===== src/rtl/core/jadd_pkg.sv =====
package jadd_pkg;

  localparam int CENTER_W   = 10;
  localparam int DEADZONE_W = 9;
  localparam int CFG_DATA_W = 10;
  localparam int CFG_IDX_W  = 2;

  localparam logic [CENTER_W-1:0]   CENTER_RESET   = 10'd512;
  localparam logic [DEADZONE_W-1:0] DEADZONE_RESET = 9'd50;

  typedef enum logic [CFG_IDX_W-1:0] {
    CFG_CENTER   = 2'd0,
    CFG_DEADZONE = 2'd1
  } cfg_reg_t;

endpackage


===== src/rtl/core/jadd_if.sv =====
interface jadd_sample_if #(
  parameter int SAMPLE_BITS = 10
);
  logic                   valid;
  logic                   ready;
  logic [SAMPLE_BITS-1:0] x_sample;
  logic [SAMPLE_BITS-1:0] y_sample;
  logic                   button_level;

  modport source (output valid, x_sample, y_sample, button_level, input ready);
  modport sink   (input valid, x_sample, y_sample, button_level, output ready);
endinterface

interface jadd_result_if;
  logic valid;
  logic ready;
  logic move_left;
  logic move_right;
  logic move_down;
  logic move_up;
  logic click;

  modport source (output valid, move_left, move_right, move_down, move_up, click,
                  input ready);
  modport sink   (input valid, move_left, move_right, move_down, move_up, click,
                  output ready);
endinterface


===== src/rtl/core/joystick_average_direction_decoder.sv =====
// Joystick direction decoder with a moving-average window and a deadzone.
// Input channel "sample": one transaction carries an X sample, a Y sample and
// the raw button pin level. Output channel "result": one transaction per input
// transaction, in order, with left/right/down/up flags and click.
// Configuration: cfg_we writes cfg_data into register cfg_index (0 = center,
// 1 = deadzone); other indexes are dropped. Write only while the block is idle.
// Both windows share one synchronous memory of WINDOW_DEPTH entries: the entry
// at the write index is read into s1_old and overwritten in the accept cycle,
// and the running sums are updated from the old value when stage 1 moves on.
// Throughput: one transaction per cycle unless result.ready holds the stages.
// A result passes stage 1, the running-sum stage and the output register in order.
// Reset: center = 512, deadzone = 50, sums and write index cleared; per-entry
// valid bits make every window entry read as zero until it is written, so
// there is no clearing pass.
// Stall: the three stages hold and collapse bubbles; sample.ready drops only
// when the output register and both inner stages are full and result.ready
// is low.
module joystick_average_direction_decoder #(
  parameter int WINDOW_DEPTH = 32,
  parameter int SAMPLE_BITS  = 10
) (
  input  logic                           clk,
  input  logic                           rst,
  jadd_sample_if.sink                    sample,
  jadd_result_if.source                  result,
  input  logic                           cfg_we,
  input  logic [jadd_pkg::CFG_IDX_W-1:0] cfg_index,
  input  logic [jadd_pkg::CFG_DATA_W-1:0] cfg_data
);

  localparam int IDX_W   = (WINDOW_DEPTH > 1) ? $clog2(WINDOW_DEPTH) : 1;
  localparam int SUM_W   = SAMPLE_BITS + IDX_W;
  localparam int THR_W   = 12 + IDX_W;
  localparam int CMP_W   = (SUM_W > THR_W) ? SUM_W : THR_W;
  localparam int ENTRY_W = 2 * SAMPLE_BITS;

  logic [jadd_pkg::CENTER_W-1:0]   center;
  logic [jadd_pkg::DEADZONE_W-1:0] deadzone;

  logic [ENTRY_W-1:0]      mem [WINDOW_DEPTH];
  logic [WINDOW_DEPTH-1:0] entry_valid;
  logic [IDX_W-1:0]        write_index;

  logic                   s1_valid;
  logic [ENTRY_W-1:0]     s1_old;
  logic                   s1_old_valid;
  logic [SAMPLE_BITS-1:0] s1_x;
  logic [SAMPLE_BITS-1:0] s1_y;
  logic                   s1_button;

  logic             s2_valid;
  logic [SUM_W-1:0] x_sum;
  logic [SUM_W-1:0] y_sum;
  logic             s2_button;

  logic out_valid;
  logic out_left, out_right, out_down, out_up, out_click;

  logic out_free, s2_free, s1_free;
  logic accept, s1_move, s2_move;

  logic [SAMPLE_BITS-1:0] old_x, old_y;
  logic [SUM_W-1:0]       x_sum_next, y_sum_next;

  logic [11:0]                   hi_base;
  logic [jadd_pkg::CENTER_W-1:0] lo_base;
  logic [THR_W-1:0]              hi_lim, lo_lim;
  logic                          lo_ok;
  logic [CMP_W-1:0]              x_cmp, y_cmp, hi_cmp, lo_cmp;

  assign out_free = !out_valid || result.ready;
  assign s2_free  = !s2_valid || out_free;
  assign s1_free  = !s1_valid || s2_free;
  assign s2_move  = s2_valid && out_free;
  assign s1_move  = s1_valid && s2_free;

  assign sample.ready = s1_free;
  assign accept       = sample.valid && s1_free;

  // config registers
  always_ff @(posedge clk) begin
    if (rst) begin
      center   <= jadd_pkg::CENTER_RESET;
      deadzone <= jadd_pkg::DEADZONE_RESET;
    end else if (cfg_we) begin
      unique case (cfg_index)
        jadd_pkg::CFG_CENTER:   center   <= cfg_data[jadd_pkg::CENTER_W-1:0];
        jadd_pkg::CFG_DEADZONE: deadzone <= cfg_data[jadd_pkg::DEADZONE_W-1:0];
        default: ;
      endcase
    end
  end

  // window memory: read old entry and overwrite in the same cycle
  always_ff @(posedge clk) begin
    if (accept) begin
      s1_old           <= mem[write_index];
      mem[write_index] <= {sample.x_sample, sample.y_sample};
      s1_x             <= sample.x_sample;
      s1_y             <= sample.y_sample;
      s1_button        <= sample.button_level;
    end
  end

  always_ff @(posedge clk) begin
    if (rst) begin
      entry_valid  <= '0;
      write_index  <= '0;
      s1_valid     <= 1'b0;
      s1_old_valid <= 1'b0;
    end else begin
      if (accept) begin
        s1_old_valid             <= entry_valid[write_index];
        entry_valid[write_index] <= 1'b1;
        if (write_index == IDX_W'(WINDOW_DEPTH - 1)) begin
          write_index <= '0;
        end else begin
          write_index <= write_index + IDX_W'(1);
        end
      end
      if (accept) begin
        s1_valid <= 1'b1;
      end else if (s1_move) begin
        s1_valid <= 1'b0;
      end
    end
  end

  assign old_x = s1_old_valid ? s1_old[ENTRY_W-1:SAMPLE_BITS] : '0;
  assign old_y = s1_old_valid ? s1_old[SAMPLE_BITS-1:0] : '0;

  assign x_sum_next = x_sum - SUM_W'(old_x) + SUM_W'(s1_x);
  assign y_sum_next = y_sum - SUM_W'(old_y) + SUM_W'(s1_y);

  // running sums
  always_ff @(posedge clk) begin
    if (rst) begin
      x_sum    <= '0;
      y_sum    <= '0;
      s2_valid <= 1'b0;
    end else begin
      if (s1_move) begin
        x_sum    <= x_sum_next;
        y_sum    <= y_sum_next;
        s2_valid <= 1'b1;
      end else if (s2_move) begin
        s2_valid <= 1'b0;
      end
    end
  end

  always_ff @(posedge clk) begin
    if (s1_move) begin
      s2_button <= s1_button;
    end
  end

  // floor(sum/D) > center+dz  <=>  sum >= (center+dz+1)*D
  // floor(sum/D) < center-dz  <=>  sum <  (center-dz)*D
  assign hi_base = 12'(center) + 12'(deadzone) + 12'd1;
  assign lo_ok   = center > jadd_pkg::CENTER_W'(deadzone);
  assign lo_base = center - jadd_pkg::CENTER_W'(deadzone);
  assign hi_lim  = THR_W'(hi_base) * THR_W'(WINDOW_DEPTH);
  assign lo_lim  = THR_W'(lo_base) * THR_W'(WINDOW_DEPTH);

  assign x_cmp  = CMP_W'(x_sum);
  assign y_cmp  = CMP_W'(y_sum);
  assign hi_cmp = CMP_W'(hi_lim);
  assign lo_cmp = CMP_W'(lo_lim);

  always_ff @(posedge clk) begin
    if (rst) begin
      out_valid <= 1'b0;
    end else if (s2_move) begin
      out_valid <= 1'b1;
    end else if (result.ready) begin
      out_valid <= 1'b0;
    end
  end

  always_ff @(posedge clk) begin
    if (s2_move) begin
      out_left  <= x_cmp >= hi_cmp;
      out_right <= lo_ok && (x_cmp < lo_cmp);
      out_down  <= y_cmp >= hi_cmp;
      out_up    <= lo_ok && (y_cmp < lo_cmp);
      out_click <= !s2_button;
    end
  end

  assign result.valid      = out_valid;
  assign result.move_left  = out_left;
  assign result.move_right = out_right;
  assign result.move_down  = out_down;
  assign result.move_up    = out_up;
  assign result.click      = out_click;

endmodule


===== src/flat_wrapper.sv =====
// flat-port wrapper written by rule: the top's interface ports become plain ports
module joystick_average_direction_decoder_flat 
#(
  parameter int WINDOW_DEPTH = 32,
  parameter int SAMPLE_BITS  = 10
)
  (clk, rst, cfg_we, cfg_index, cfg_data, sample_valid, sample_x_sample, sample_y_sample, sample_button_level, sample_ready, result_valid, result_move_left, result_move_right, result_move_down, result_move_up, result_click, result_ready);
  jadd_sample_if #(.SAMPLE_BITS(SAMPLE_BITS)) sample_i ();
  jadd_result_if result_i ();
  input  logic clk;
  input  logic rst;
  input  logic cfg_we;
  input  logic [jadd_pkg::CFG_IDX_W-1:0] cfg_index;
  input  logic [jadd_pkg::CFG_DATA_W-1:0] cfg_data;
  input wire logic [$bits(sample_i.valid)-1:0] sample_valid;
  input wire logic [$bits(sample_i.x_sample)-1:0] sample_x_sample;
  input wire logic [$bits(sample_i.y_sample)-1:0] sample_y_sample;
  input wire logic [$bits(sample_i.button_level)-1:0] sample_button_level;
  output wire logic [$bits(sample_i.ready)-1:0] sample_ready;
  output wire logic [$bits(result_i.valid)-1:0] result_valid;
  output wire logic [$bits(result_i.move_left)-1:0] result_move_left;
  output wire logic [$bits(result_i.move_right)-1:0] result_move_right;
  output wire logic [$bits(result_i.move_down)-1:0] result_move_down;
  output wire logic [$bits(result_i.move_up)-1:0] result_move_up;
  output wire logic [$bits(result_i.click)-1:0] result_click;
  input wire logic [$bits(result_i.ready)-1:0] result_ready;
  assign sample_i.valid = sample_valid;
  assign sample_i.x_sample = sample_x_sample;
  assign sample_i.y_sample = sample_y_sample;
  assign sample_i.button_level = sample_button_level;
  assign sample_ready = sample_i.ready;
  assign result_valid = result_i.valid;
  assign result_move_left = result_i.move_left;
  assign result_move_right = result_i.move_right;
  assign result_move_down = result_i.move_down;
  assign result_move_up = result_i.move_up;
  assign result_click = result_i.click;
  assign result_i.ready = result_ready;
  joystick_average_direction_decoder #(.WINDOW_DEPTH(WINDOW_DEPTH), .SAMPLE_BITS(SAMPLE_BITS)) u_core (.clk(clk), .rst(rst), .sample(sample_i), .result(result_i), .cfg_we(cfg_we), .cfg_index(cfg_index), .cfg_data(cfg_data));
endmodule

===== config.mk =====
export PLATFORM = sky130hd
export DESIGN_NAME = joystick_average_direction_decoder_flat
export DESIGN_NICKNAME = d
export VERILOG_FILES = /design/src/rtl/core/jadd_pkg.sv /design/src/rtl/core/jadd_if.sv /design/src/rtl/core/joystick_average_direction_decoder.sv /design/src/flat_wrapper.sv
export SDC_FILE = /design/constraint.sdc
export NUM_CORES = 1
export LEC_CHECK = 0
export ABC_CLOCK_PERIOD_IN_PS = 4300
export BUFFER_PORTS_ARGS = -buffer_cell sky130_fd_sc_hd__buf_4
export CORE_UTILIZATION = 45
export CTS_BUF_LIST = sky130_fd_sc_hd__clkbuf_4 sky130_fd_sc_hd__clkbuf_8 sky130_fd_sc_hd__clkbuf_16
export CTS_CLUSTER_SIZE = 8
export DETAILED_ROUTE_END_ITERATION = 10
export GPL_TIMING_DRIVEN = 0
export PLACE_DENSITY = 0.57
export SLEW_MARGIN = 20
export SYNTH_ARGS = -nofsm -noshare
export SYNTH_HDL_FRONTEND = slang
export SYNTH_SLANG_ARGS = --single-unit

===== constraint.sdc =====
create_clock -name clk -period 4.3 [get_ports clk]
set_clock_uncertainty 0.2 [all_clocks]
set_input_delay 0.215 -clock clk [delete_from_list [all_inputs] [get_ports clk]]
set_output_delay 0.215 -clock clk [all_outputs]
set_load 0.02 [all_outputs]

==> flow_summary_export.csv <==
group,metric,value,unit
critical_path,setup.worst_path.end_class,"register",
detailed_routing,routed_via_density,5.87,
yosys,synth_edf_count,687,
global_route,grt_pass1_wl,129000,um
critical_path,start_kind,"register",
global_route,overflow,0,
yosys,synth.net_count,2084,
sta,finalHoldViolCount,0,
detailed_routing,drcViolationCount,0,
run_status,status,"finished, final reports clean",
final_layout,area_delta_synth_final,18.6,%
yosys,synth_cell_types,67,
floorplan,ios,45,
final_layout,num-fill-cells,5600,
detailed_routing,wl_per_cell,28.4,um
power_and_ir_drop,power_density,471,nW/um2
global_route,grt_max_degree,34,
clock_network,insertion_delay,0.67,ns
floorplan,die-area,73400,um2
yosys,synthAdderAreaFrac,0.0482,
yosys,synth_flop_cell,"edfxtp_1",
floorplan,die_h,271,um
detailed_routing,drtIter0Drc,1721,
yosys,syn_area,32500,um2
clock_network,clkSinkCount,777,
floorplan,coreArea,71500,um2
critical_path,rrSetupSlack,0.14,ns
sta,layout_setup_ws,0.142,ns
yosys,synthXorXnorAreaFrac,0.0118,
critical_path,path_class,"reg2reg",
clock_network,tritoncts,"yes",
yosys,synthCells,1934,
final_layout,multi_input_comb_area,9530,um2
sta,drv_slew,0,
detailed_routing,wl,89500,um
global_route,grt_antenna_before_repair,1,
yosys,async_flop_share,0,
sta,worst_pin_slew,1.14,ns
clock_network,htree_levels,3,
floorplan,die_w,271,um
global_route,grt_busiest_layer,"met2",
placement,port_buffers,43,
final_layout,ff_latch_area,22400,um2
sta,clock.fmax,241,MHz
global_route,track_usage,0.248,
yosys,synth_compound_area_frac,0.0522,
critical_path,r2r-end,"u_core.mem[24][7]",
clock_network,clkTransAtPathRegs,0.05,ns
floorplan,num_rows,98,
yosys,synth-seq-cells,777,
global_route,grt_pass1_vias,18833,
critical_path,crit_start,"u_core.write_index[1]",
critical_path,rr_startpoint,"u_core.write_index[1]",
clock_network,cts_root_buf,"clkbuf_16",
placement,place_inst,2960,
global_route,grt_use_met3,0.0568,
critical_path,crit_required,4.51,ns
floorplan,start_util,0.455,
final_layout,fin_cells,3150,
global_route,grt_use_met2,0.409,
clock_network,cts_made_buffers,108,
placement,place_congestion,0.828,
job,cap_violations,0,
yosys,synth.yosys.warnings,0,
sta,finalSetupViolations,0,
yosys,syn_avg_cell_area,16.8,um2
clock_network,cts_buffer_depth,3,
yosys,ys_seq_area_frac,0.690,
worst_hold_path,hold_path_class,"in2reg",
sta,max_slew_margin,0.243,
critical_path,cp.arrival,4.37,ns
final_layout,diodes,0,
critical_path,reg2reg_depth,8,
sta,grt_setup_unrepaired,"no",
clock_network,cts_resized,0,
final_layout,final_nets,2314,
sta,min_period_over_period,0.967,
final_layout,drive_above_1_share,0.211,
placement,dp_hpwl,59000,um
critical_path,timing.critical_path.to,"u_core.mem[24][7]",
global_route,grtUsageMet1,0.323,
detailed_routing,dr.pass1.iters,5,
detailed_routing,ant_nets,0,
sta,period_needed,4.16,ns
placement,pre_cts_ws,0.196,ns
yosys,synth_top_family_by_area,"multiplexers",
power_and_ir_drop,vdd_ir_drop_max,0.339,mV
yosys,synthSimpleGateAreaFrac,0.0524,
detailed_routing,vias,18477,
power_and_ir_drop,leakagePower,0.0130,uW
yosys,synthMuxAreaShare,0.121,
critical_path,cp_max_fo,12,
==> where the power goes <==
part	total, uW	switching [uW]	internal, uW
Sequential	8460	101	8360
Clock	7740	3050	4690
Combinational	1980	1140	835
==> flip-flops by register name, summed over array words and instances, names as in the netlist, 5 cells and up <==
register and count:
u_core.y_sum 15, u_core.center 10, u_core.entry_valid 32, u_core.s1_y 10, u_core.s1_x 10, u_core.s1_old 20
u_core.deadzone 9, u_core.mem 640, u_core.write_index 5, u_core.x_sum 15
==> logic make-up (layout without fill, tap and decap cells) <==
group           after synthesis  count (layout)
compound gates              250             250
xor+xnor                     43              43
fa+ha+maj                   112             112
buf+inv                     203             469
flops                       777             777
mux                         183             183
simple gates                366             366
==> final cells by class <==
cell class / instances / share of cell area
buffer: 82 / 0.00924
clock buffer: 137 / 0.0758
clock inverter: 9 / 0.00347
inverter: 121 / 0.0118
multi-input combinational: 954 / 0.247
sequential: 777 / 0.581
tap: 950 / 0.0308
timing repair buffer: 120 / 0.0406
==> worst max-delay path, cell delays in order, from the launching register on <==
cell     delay (ns)
dfxtp_1        0.36
buf_2          0.37
buf_1          0.78
buf_1          0.56
inv_1          0.16
ha_1           0.25
nand2_1        0.62
nor2_4         0.31
buf_16         0.25
==> layer usage <==
layer	wire length (um)	share of wire
met1	36200	0.40
met2	43900	0.49
met3	6840	0.076
met4	2650	0.030
met5	0	0
==> timing repair <==
item	4_1_cts	5_1_grt
setup endpoints to repair	0	0
hold endpoints to repair	703	0
hold buffers	44	0
setup buffers	0	0
==> placed cells by master (no fill, tap or decap), drive strengths merged, types with 44 or more instances in the layout <==
cell         Yosys  layout
a21oi           62      62
a22oi           83      83
buf             34     110
clkbuf          48     185
dfxtp           90      90
dlygate4sd3      0      44
edfxtp         687     687
ha              90      90
inv            119     120
mux4           168     168
nand2           77      77
nor2           162     162
==> worst min path at each step <==
stage | startpoint | endpoint | slack (ns) | cells past startpoint
final | sample_button_level | u_core.s1_button | 0.08 | 2
after CTS | sample_button_level | u_core.s1_button | 0.06 | 2
after floorplan | sample_y_sample[0] | u_core.mem[0][0] | 0.11 | 0
after global routing | sample_button_level | u_core.s1_button | 0.08 | 2
after detailed placement | sample_button_level | u_core.s1_button | 0.20 | 1
after global placement | sample_button_level | u_core.s1_button | 0.20 | 1
==> synth_stat cells (all sizes together) (2+ instances only) <==
cell type	number	area, um2
and3	3	18.8
xnor2	33	297
a211o	5	43.8
nand2b	7	58.8
clkbuf	48	180
nor4	4	31.3
a31oi	5	31.3
clkinv	2	7.51
o211ai	6	45.0
nand3	15	75.1
or4	4	30.0
a21boi	3	22.5
o221ai	4	35.0
or2	3	18.8
nand2	77	289
nor3b	2	15.0
edfxtp	687	20600
o21a	12	90.1
a2111oi	2	36.3
o21bai	4	30.0
o21ai	33	165
ha	90	1130
nor2	162	611
and3b	2	17.5
xor2	10	87.6
a22oi	83	623
nor3	19	100
o31a	2	17.5
nand4	24	150
fa	22	440
dfxtp	90	1800
buf	34	170
a21oi	62	314
mux2i	14	140
a211oi	11	87.6
or3	5	31.3
o2111ai	3	26.3
nor2b	9	58.8
inv	119	447
mux4	168	3780
and2	24	150
a21o	8	60.1
nand3b	3	22.5
==> stage by stage <==
step | cell area (um2) | total power [uW] | hold WS [ns] | TNS, ns | util
after CTS | 38600 | 18300 | 0.0612 | 0 | 0.540
after floorplan | 32500 | 9930 | 0.114 | 0 | -
after global placement | 34000 | 10500 | 0.201 | -829.47 | 0.476
after detailed placement | 35100 | 10500 | 0.202 | 0 | 0.491
after global routing | 38600 | 18800 | 0.0751 | 0 | 0.540
final | 38600 | 18200 | 0.0840 | 0 | 0.540
No activity file was read; power rests on OpenSTA's default activity.
